### config.mk
export PLATFORM = sky130hd
export DESIGN_NAME = bm25_front
export DESIGN_NICKNAME = d
export VERILOG_FILES = /design/src/design/bm25_pkg.sv /design/src/design/bm25_front.sv
export SDC_FILE = /design/constraint.sdc
export NUM_CORES = 1
export LEC_CHECK = 0
export ABC_AREA = 1
export BUFFER_PORTS_ARGS = -buffer_cell sky130_fd_sc_hd__buf_2
export CAP_MARGIN = 20
export CELL_PAD_IN_SITES_DETAIL_PLACEMENT = 2
export CELL_PAD_IN_SITES_GLOBAL_PLACEMENT = 2
export CORE_MARGIN = 8
export CORE_UTILIZATION = 10
export DETAILED_ROUTE_END_ITERATION = 10
export GPL_TIMING_DRIVEN = 0
export PLACE_DENSITY_LB_ADDON = 0.1
export SLEW_MARGIN = 25
export SYNTH_ARGS = -nofsm -noshare
export SYNTH_HDL_FRONTEND = slang
export SYNTH_SLANG_ARGS = --single-unit
### constraint.sdc
create_clock -name vclk -period 1.8
set_input_delay 0.36 -clock vclk [all_inputs]
set_output_delay 0.36 -clock vclk [all_outputs]
set_load 0.05 [all_outputs]
### src/design/bm25_pkg.sv
// shared types, constants and the log2 table of the bm25 scorer
`default_nettype none
package bm25_pkg;

  localparam int SCORE_FRAC_BITS = 16;
  localparam int LOG_TABLE_BITS  = 6;

  localparam int ROM_SIZE   = 1 << LOG_TABLE_BITS;
  localparam int LOG_IN_W   = 26;
  localparam int LOG_FRAC_W = LOG_IN_W - 1;
  localparam int LOG_R_W    = LOG_FRAC_W - LOG_TABLE_BITS;
  localparam int LOG_E_W    = 5;
  localparam int ROM_W      = 25;
  localparam int LOG_W      = 30;
  localparam int LN2_Q24    = 11629080;

  localparam int IDF_W      = 30;
  localparam int RATIO_W    = 36;
  localparam int INNER_W    = 37;
  localparam int DEN_W      = 54;
  localparam int NUM_W      = 33;
  localparam int NORM_W     = 21;
  localparam int TP_W       = IDF_W + NORM_W;
  localparam int TERM_SHIFT = 40 - SCORE_FRAC_BITS;
  localparam int DIV_W      = 61;
  localparam int DIV_CNT_W  = 6;

  localparam int QUEUE_DEPTH = 2;
  localparam int QPTR_W      = $clog2(QUEUE_DEPTH);

  localparam logic [1:0] CFG_TOTAL_DOCS    = 2'd0;
  localparam logic [1:0] CFG_AVG_LENGTH    = 2'd1;
  localparam logic [1:0] CFG_K1_GAIN       = 2'd2;
  localparam logic [1:0] CFG_LENGTH_WEIGHT = 2'd3;

  typedef enum logic [1:0] {
    KIND_SKIP,
    KIND_FAULT,
    KIND_SCORE
  } bm25_kind_e;

  typedef struct packed {
    logic [23:0] total_docs;
    logic [23:0] avg_doc_length;
    logic [15:0] k1_gain;
    logic [12:0] length_weight;
  } bm25_cfg_t;

  typedef struct packed {
    logic [31:0] doc_id;
    logic [15:0] term_freq;
    logic [23:0] doc_freq;
    logic [15:0] doc_length;
    logic        last_term;
    bm25_kind_e  kind;
  } bm25_item_t;

  typedef logic [ROM_W-1:0] log_rom_t [0:ROM_SIZE];

  // log2(1 + i/ROM_SIZE) in q1.24 by repeated squaring
  function automatic log_rom_t build_log_rom();
    log_rom_t          rom;
    logic [63:0]       m;
    logic [ROM_W-1:0]  acc;
    for (int i = 0; i <= ROM_SIZE; i++) begin
      if (i == ROM_SIZE) begin
        rom[i] = ROM_W'(1) << 24;
      end else begin
        m   = 64'(ROM_SIZE + i) << (30 - LOG_TABLE_BITS);
        acc = '0;
        for (int k = 0; k < 24; k++) begin
          m   = (m * m) >> 30;
          acc = {acc[ROM_W-2:0], 1'b0};
          if (m >= 64'h8000_0000) begin
            m      = m >> 1;
            acc[0] = 1'b1;
          end
        end
        rom[i] = acc;
      end
    end
    return rom;
  endfunction

  localparam log_rom_t LOG_ROM = build_log_rom();

endpackage
`default_nettype wire

### src/design/bm25_front.sv
// input side: takes terms, clamps doc_freq and sorts them into kinds
`default_nettype none
module bm25_front (
  input  wire                    in_valid_i,
  output logic                   in_ready_o,
  input  wire [31:0]             doc_id_i,
  input  wire [15:0]             term_freq_i,
  input  wire [23:0]             doc_freq_i,
  input  wire [15:0]             doc_length_i,
  input  wire                    last_term_i,
  input  bm25_pkg::bm25_cfg_t    cfg_i,
  input  wire                    full_i,
  output logic                   push_o,
  output bm25_pkg::bm25_item_t   item_o
);

  assign in_ready_o = !full_i;
  assign push_o     = in_valid_i && !full_i;

  always_comb begin
    item_o.doc_id     = doc_id_i;
    item_o.term_freq  = term_freq_i;
    item_o.doc_freq   = (doc_freq_i > cfg_i.total_docs) ? cfg_i.total_docs : doc_freq_i;
    item_o.doc_length = doc_length_i;
    item_o.last_term  = last_term_i;
    if (term_freq_i == '0) begin
      item_o.kind = bm25_pkg::KIND_SKIP;
    end else if (cfg_i.avg_doc_length == '0) begin
      item_o.kind = bm25_pkg::KIND_FAULT;
    end else begin
      item_o.kind = bm25_pkg::KIND_SCORE;
    end
  end

endmodule
`default_nettype wire

==> metrics <==
CP Capture Type=primary output; Tmin final=2.37 ns; Die ar.=21100 µm²; DR vias/cell=3.60; Hold Crit Start=doc_id_i[10]; largest net degree at the start of global routing=11; Crit-path slowest cell=ha_4; Crit Path Class=input port to primary output; Final nets=670; PortBufs=183; setup TNS=-12.69 ns; Synth Warn #=0; Seq/Total Area, Yosys=0%; global route overflow=0; initial antenna violation count=2; relative slew slack=77.1%; GRT Util Overall=9.14%; Routed WL=10300 µm; fraction of layout cells with a size suffix above 1=80.0%; placed cell count=684; Power Density=436 nW/µm²; placed cell areas=3230 µm²; Leak Pwr=2.20 nW; largest cells by area after synthesis=buf_4 (29%), nand2_1 (18%), ha_1 (18%); Area Growth Syn to Fin=154%; Power Total=1.85 mW; RSZ-0062 raised after global routing=yes; post-route cell area=4230 µm²; crit share post-route=132%; nature of the critical path startpoint=input port; CP Data Required Time=1.44 ns; row count=47; first-pass GRT wire length=15900 µm; CP Launch Point=doc_freq_i[23]; DRC errors left=0; WL/cell=14.8 µm; FMAX=422 MHz; vias in the first global route=3020; Cell Chain, Critical Path=buf_4 -> ha_4 -> nand2_4 -> nor2_4 -> nand2_2 -> nor2_4 -> nand2_2 -> nand3_4 -> nand2_8 -> clkbuf_16 -> nand2_4 -> nand2_4 -> buf_8; seq_cells=0; Layout Cells excl Fill=696; maximum vdd ir drop=0.131 mV; final hold vios=0; Initial DRC Count=12; MaxCap Viol Count=0; Mapped Area=1670 µm²; largest stage delay on the critical path=0.27 ns; Post-Syn Area per Cell=5.93 µm²; most frequent CP cell=nand2_4; syn_nets=473; area of the multi-input gates=1780 µm²; CP Max Fanout=7; core area=16500 µm²; Die H=145 µm; die width=145 µm; failing checks=setup timing; cts hold-fix bufs=0; top-level I/O count=261; status=complete, but fails checks; most area-hungry cell type in the Yosys netlist=buf_4; sequential standard cell area=0 µm²; actual slew at the worst max-slew pin=0.341 ns; Final Max Slew Viols=0; area share of the leading cell type in the synthesized netlist=29.3%; fillers=1950; Routability Congestion=0.716; diode count=0; Post-Syn Instances=281; CLK BUF=0; crit path DAT=2.01 ns; final core utilization=25.7%; Hold/Removal Path Class=input port to primary output; post-DP HPWL=8830 µm; Cell variety after synth=20; Crit path max-delay family=simple AND/OR/NAND/NOR gates; DR pass1 iterations=2; Starting Density=10.1%; Post-DRT Antenna Nets=0; Worst Setup Slack, final=-0.567 ns; Final Setup Violations=24; Bufs and invs on worst path=3; DR vias=2509
worst paths after layout:
path,slack [ns],end,cells after the start
min,1.02,item_o[69],2
max,-0.57,item_o[22],13
stage by stage:
step                hold WS [ns]  setup WS, ns
floorplan                  0.866        -0.198
global placement            1.02        -0.909
detailed placement          1.02        -0.918
CTS                         1.02        -0.610
global route                1.03        -0.677
finish                      1.02        -0.567
layout make-up:
| cell class | instances | area share, % |
|---|---|---|
| inverter | 36 | 3.79 |
| tap | 220 | 6.51 |
| timing repair buffer | 195 | 34.3 |
| buffer | 71 | 13.5 |
| multi-input combinational | 174 | 42.0 |
repair_timing:
action / 4_1_cts / 5_1_grt
setup endpoints to repair: 26 / 26
resized for setup: 139 / 69
cloned: 1 / 1
pin swaps: 12 / 31
buffers inserted: 7 / 3
power breakdown:
| part | switching, mW | leakage [nW] | total, mW | internal (mW) |
|---|---|---|---|---|
| registers | 0 | 0 | 0 | 0 |
| logic | 1.09 | 2.20 | 1.85 | 0.754 |
| clock network | 0 | 0 | 0 | 0 |
| total | 1.09 | 2.20 | 1.85 | 0.754 |
logic make-up after synthesis:
family / count (synthesis) / synth area share (%)
fa+ha+maj: 24 / 18.0
buf+inv: 107 / 39.9
compound gates: 12 / 3.90
simple gates: 138 / 38.1
synthesized netlist by cell type (all sizes together):
| master | number |
|---|---|
| nand2 | 84 |
| buf | 71 |
| inv | 36 |
| nand3 | 27 |
| a21o | 2 |
| a21oi | 9 |
| or2 | 2 |
| ha | 24 |
| nand4 | 2 |
| nor2 | 15 |
| o21ai | 1 |
| nor4 | 8 |
layer usage:
layer / up-vias / wire length (µm) / track usage [%]
met2: 113 / 5740 / 18.3
li1: 1219 / - / -
met1: 1169 / 3530 / 9.09
met4: 4 / 3 / 0
met5: - / 26 / 0
met3: 4 / 1040 / 3.73
cells in the final DEF (no fill, tap or decap), types with 6 or more instances in the layout:
master / instances
nor2_1: 9
nand3_1: 20
inv_2: 7
nand2_4: 44
inv_1: 24
buf_6: 17
nand2_1: 25
buf_8: 28
nand3_2: 6
buf_2: 136
buf_4: 79
nand2_2: 12
ha_1: 7
ha_4: 17
Note: power is estimated with default switching activity, not from simulation.
