[config.mk]
export PLATFORM = sky130hd
export DESIGN_NAME = bm25_fifo
export DESIGN_NICKNAME = d
export VERILOG_FILES = /design/src/design/bm25_pkg.sv /design/src/design/bm25_fifo.sv
export SDC_FILE = /design/constraint.sdc
export NUM_CORES = 1
export LEC_CHECK = 0
export BUFFER_PORTS_ARGS = -buffer_cell sky130_fd_sc_hd__buf_2
export CORE_ASPECT_RATIO = 0.7
export CORE_UTILIZATION = 40
export CTS_CLUSTER_DIAMETER = 60
export DETAILED_ROUTE_END_ITERATION = 12
export GPL_TIMING_DRIVEN = 1
export PLACE_DENSITY = 0.66
export SKIP_LAST_GASP = 1
export SLEW_MARGIN = 10
export SYNTH_ARGS = -nofsm -noshare
export SYNTH_HDL_FRONTEND = slang
export SYNTH_SLANG_ARGS = --single-unit
[constraint.sdc]
create_clock -name clk_i -period 4.8 [get_ports clk_i]
set_clock_uncertainty 0.1 [all_clocks]
set_input_delay 0.24 -clock clk_i [delete_from_list [all_inputs] [get_ports clk_i]]
set_output_delay 0.24 -clock clk_i [all_outputs]
set_load 0.01 [all_outputs]
[src/design/bm25_pkg.sv]
// shared types, constants and the log2 table of the bm25 scorer
`default_nettype none
package bm25_pkg;

  localparam int SCORE_FRAC_BITS = 16;
  localparam int LOG_TABLE_BITS  = 6;

  localparam int ROM_SIZE   = 1 << LOG_TABLE_BITS;
  localparam int LOG_IN_W   = 26;
  localparam int LOG_FRAC_W = LOG_IN_W - 1;
  localparam int LOG_R_W    = LOG_FRAC_W - LOG_TABLE_BITS;
  localparam int LOG_E_W    = 5;
  localparam int ROM_W      = 25;
  localparam int LOG_W      = 30;
  localparam int LN2_Q24    = 11629080;

  localparam int IDF_W      = 30;
  localparam int RATIO_W    = 36;
  localparam int INNER_W    = 37;
  localparam int DEN_W      = 54;
  localparam int NUM_W      = 33;
  localparam int NORM_W     = 21;
  localparam int TP_W       = IDF_W + NORM_W;
  localparam int TERM_SHIFT = 40 - SCORE_FRAC_BITS;
  localparam int DIV_W      = 61;
  localparam int DIV_CNT_W  = 6;

  localparam int QUEUE_DEPTH = 2;
  localparam int QPTR_W      = $clog2(QUEUE_DEPTH);

  localparam logic [1:0] CFG_TOTAL_DOCS    = 2'd0;
  localparam logic [1:0] CFG_AVG_LENGTH    = 2'd1;
  localparam logic [1:0] CFG_K1_GAIN       = 2'd2;
  localparam logic [1:0] CFG_LENGTH_WEIGHT = 2'd3;

  typedef enum logic [1:0] {
    KIND_SKIP,
    KIND_FAULT,
    KIND_SCORE
  } bm25_kind_e;

  typedef struct packed {
    logic [23:0] total_docs;
    logic [23:0] avg_doc_length;
    logic [15:0] k1_gain;
    logic [12:0] length_weight;
  } bm25_cfg_t;

  typedef struct packed {
    logic [31:0] doc_id;
    logic [15:0] term_freq;
    logic [23:0] doc_freq;
    logic [15:0] doc_length;
    logic        last_term;
    bm25_kind_e  kind;
  } bm25_item_t;

  typedef logic [ROM_W-1:0] log_rom_t [0:ROM_SIZE];

  // log2(1 + i/ROM_SIZE) in q1.24 by repeated squaring
  function automatic log_rom_t build_log_rom();
    log_rom_t          rom;
    logic [63:0]       m;
    logic [ROM_W-1:0]  acc;
    for (int i = 0; i <= ROM_SIZE; i++) begin
      if (i == ROM_SIZE) begin
        rom[i] = ROM_W'(1) << 24;
      end else begin
        m   = 64'(ROM_SIZE + i) << (30 - LOG_TABLE_BITS);
        acc = '0;
        for (int k = 0; k < 24; k++) begin
          m   = (m * m) >> 30;
          acc = {acc[ROM_W-2:0], 1'b0};
          if (m >= 64'h8000_0000) begin
            m      = m >> 1;
            acc[0] = 1'b1;
          end
        end
        rom[i] = acc;
      end
    end
    return rom;
  endfunction

  localparam log_rom_t LOG_ROM = build_log_rom();

endpackage
`default_nettype wire

[src/design/bm25_fifo.sv]
// short queue of classified terms between front and back
`default_nettype none
module bm25_fifo (
  input  wire                    clk_i,
  input  wire                    rst_ni,
  input  wire                    push_i,
  input  bm25_pkg::bm25_item_t   item_i,
  output logic                   full_o,
  input  wire                    pop_i,
  output logic                   valid_o,
  output bm25_pkg::bm25_item_t   item_o
);

  bm25_pkg::bm25_item_t mem_q [bm25_pkg::QUEUE_DEPTH];
  logic [bm25_pkg::QPTR_W-1:0] wr_q, rd_q;
  logic [bm25_pkg::QPTR_W:0]   cnt_q;

  assign full_o  = (cnt_q == (bm25_pkg::QPTR_W+1)'(bm25_pkg::QUEUE_DEPTH));
  assign valid_o = (cnt_q != '0);
  assign item_o  = mem_q[rd_q];

  always_ff @(posedge clk_i) begin
    if (push_i) begin
      mem_q[wr_q] <= item_i;
    end
  end

  always_ff @(posedge clk_i or negedge rst_ni) begin
    if (!rst_ni) begin
      wr_q  <= '0;
      rd_q  <= '0;
      cnt_q <= '0;
    end else begin
      if (push_i) begin
        wr_q <= (wr_q == bm25_pkg::QPTR_W'(bm25_pkg::QUEUE_DEPTH - 1)) ? '0 : wr_q + 1'b1;
      end
      if (pop_i) begin
        rd_q <= (rd_q == bm25_pkg::QPTR_W'(bm25_pkg::QUEUE_DEPTH - 1)) ? '0 : rd_q + 1'b1;
      end
      if (push_i && !pop_i) begin
        cnt_q <= cnt_q + 1'b1;
      end else if (pop_i && !push_i) begin
        cnt_q <= cnt_q - 1'b1;
      end
    end
  end

endmodule
`default_nettype wire

==> results.cfg <==
[status]
status = completed

[clock_tree]
post-cts-setup-buffer-count = 0
clock-sinks = 186
clkTransAtPathRegs_ns = 0.07
cts_tree = yes
cts_buffer_depth = 2
root_buffer = clkbuf_16
cts_buffers = 17
cts_max_level = 4
clock_latency_ns = 0.42

[placement]
io_buffers = 187
place_ws_ns = 2.44
place.detailed.hpwl_um = 8220
routabilityCongestion = 0.707

[finish]
n_fill_cell = 1355
num_antenna_cells = 0
syn_to_final_growth_pct = 36.5
nNetsFinal = 689
drive_gt1_share_pct = 51.9

[grt]
grt_pass1_vias = 4011
use_met2_pct = 25.3
grt_max_degree = 65
grt-busiest-layer = met2
grt_pass1_wl_um = 20500
use_met3_pct = 5.20
gr-total-overflow = 0
antenna_found_initial = 0
track_usage_pct = 15.1
met1_usage_pct = 18.0

[drt]
first_iter_violations = 170
drc = 0
wl_um = 13600
wl_per_cell_um = 16.3
drtPass1Iterations = 4
viasPerCell = 4.52
ant_nets = 0
vias = 3777

[critical_path]
crit_path_start_kind = flip-flop
cp-end-kind = output port
cp_max_fo = 40
required_ns = 4.46
arrival_ns = 2.46
r2r_cells = 2
critPathKind = reg -> out

[synth]
ys_seq_area_share_pct = 77.8
muxShareOfSynthArea_pct = 18.5
yosysWarningCount = 0
ys_ff_latch = 186
synth_ff_type = edfxtp_1
synth-xor-area-share_pct = 0.612
avgSynthCellArea_um2 = 23.9
synthCells = 299
synthAdderAreaFrac_pct = 0.175
syn_nets = 395
yosysTopAreaCell = edfxtp_1
synth_cell_types = 15
yosys-top-cells-area = edfxtp_1 76%, mux2_4 17%, buf_12 2.2%
synth_most_common_cell = edfxtp_1
synth_top_area_share_pct = 76.4
synth_compound_area_share_pct = 0
synth_top_family_by_area = multiplexers
synth.cell_area_um2 = 7160
synthArstFlopShare_pct = 2.15
synth.top_cells.by_count = 182 x edfxtp_1, 80 x mux2_4, 11 x mux2_2, 8 x buf_12
synth_edf_count = 182
synth-simple-area-share_pct = 0.402

[timing]
final_max_slew_viol_count = 0
fin_crit_sh_pct = 58.4
setup_ws_ns = 2.00
hold_viol_final = 0
grt_setup_unrepaired = no
worstMarginPinSlew_ns = 0.941
finalSetupTns_ns = 0
fmax_mhz = 357
hold_ws_ns = 0.0565
relSlewSlack_pct = 37.1
min_period_ns = 2.80
setup_viol = 0

[floorplanning]
die_h_um = 114
design.core.area_um2 = 17300
start_util_pct = 41.3
ios = 188
dieArea_um2 = 18400
num_rows = 40
die_w_um = 162

[run]
cap_violations = 0

[hold_path]
hp-class = in -> async

[pwr]
leakagePower_nw = 3.94
p_per_area_nw_per_um2 = 541
vdd_ir_drop_max_v = 0.000285
## critical path, stage by stage (launching register included)
cell     delay (ns)
dfrtp_4        0.88
buf_4          0.59
mux2_4         0.36
buf_2          0.14
## cell type report
cell class                      count  area [µm²]  area share [%]
Clock inverter                     13         140            1.43
Multi-Input combinational cell    102        1420            14.5
Timing Repair Buffer              285        1920            19.6
Inverter                            1        3.75          0.0384
Tap cell                          231         289            2.96
Clock buffer                       18         429            4.39
Sequential cell                   186        5570            57.0
## worst paths after layout
| kind | start | to | slack [ns] |
|---|---|---|---|
| setup / recovery | rd_q | item_o[76] | 2.00 |
| setup reg to reg | wr_q | mem_q[1][5] | 2.61 |
| hold / removal | rst_ni | rd_q | 0.06 |
| min in group clk_i | cnt_q[1] | cnt_q[1] | 0.39 |
| hold reg to reg | cnt_q[1] | cnt_q[1] | 0.39 |
| max in group asynchronous | rst_ni | rd_q | 4.41 |
## metrics by stage
| step | util [%] | instance area, µm² | std cells | power, mW |
|---|---|---|---|---|
| final | 56.4 | 9770 | 836 | 5.29 |
| after global routing | 56.4 | 9770 | 836 | 5.52 |
| after CTS | 56.4 | 9770 | 836 | 5.34 |
| after detailed placement | 47.7 | 8260 | 711 | 3.92 |
| after global placement | 47.7 | 8260 | 711 | 3.88 |
| after floorplan | - | 7160 | 299 | 3.52 |
## where the power goes
group	internal, mW	switching, mW	leakage (nW)
sequential	2.16	0.168	1.75
combinational	0.860	0.738	1.90
clock	0.768	0.595	0.278
total	3.79	1.50	3.94
## cells in the final DEF (no fill, tap or decap)
cell type      instances
buf_2                187
edfxtp_1             182
dlygate4sd3_1         94
mux2_4                80
clkbuf_16             17
mux2_2                11
xor2_1                 4
inv_6                  3
dfrtp_1                3
buf_4                  3
clkinv_1               2
bufinv_16              2
clkinv_4               2
clkinv_2               2
or2_2                  1
inv_1                  1
and2_4                 1
nor2b_1                1
nor2b_4                1
xnor2_1                1
nor2_1                 1
ha_1                   1
clkinvlp_4             1
inv_8                  1
clkbuf_1               1
buf_12                 1
dfrtp_4                1
## timing repair
action	4_1_cts	5_1_grt
hold endpoints to repair	188	0
hold buffers	94	0
resized for setup	0	0
## flip-flops by register name, indices dropped and copies added (netlist names)
register  cells
cnt_q         2
mem_q       182
wr_q          1
rd_q          1
## per-layer routing
metal | wire [µm] | vias up
li1 | - | 1773
met1 | 5940 | 1840
met2 | 6490 | 150
met3 | 1040 | 14
met4 | 148 | 0
met5 | 0 | -
## cell families after synthesis
logic type | count (synthesis)
fa+ha+maj | 1
simple gates | 5
flops | 186
mux | 91
xor+xnor | 5
buf+inv | 11
No activity file was read; power rests on OpenSTA's default activity.
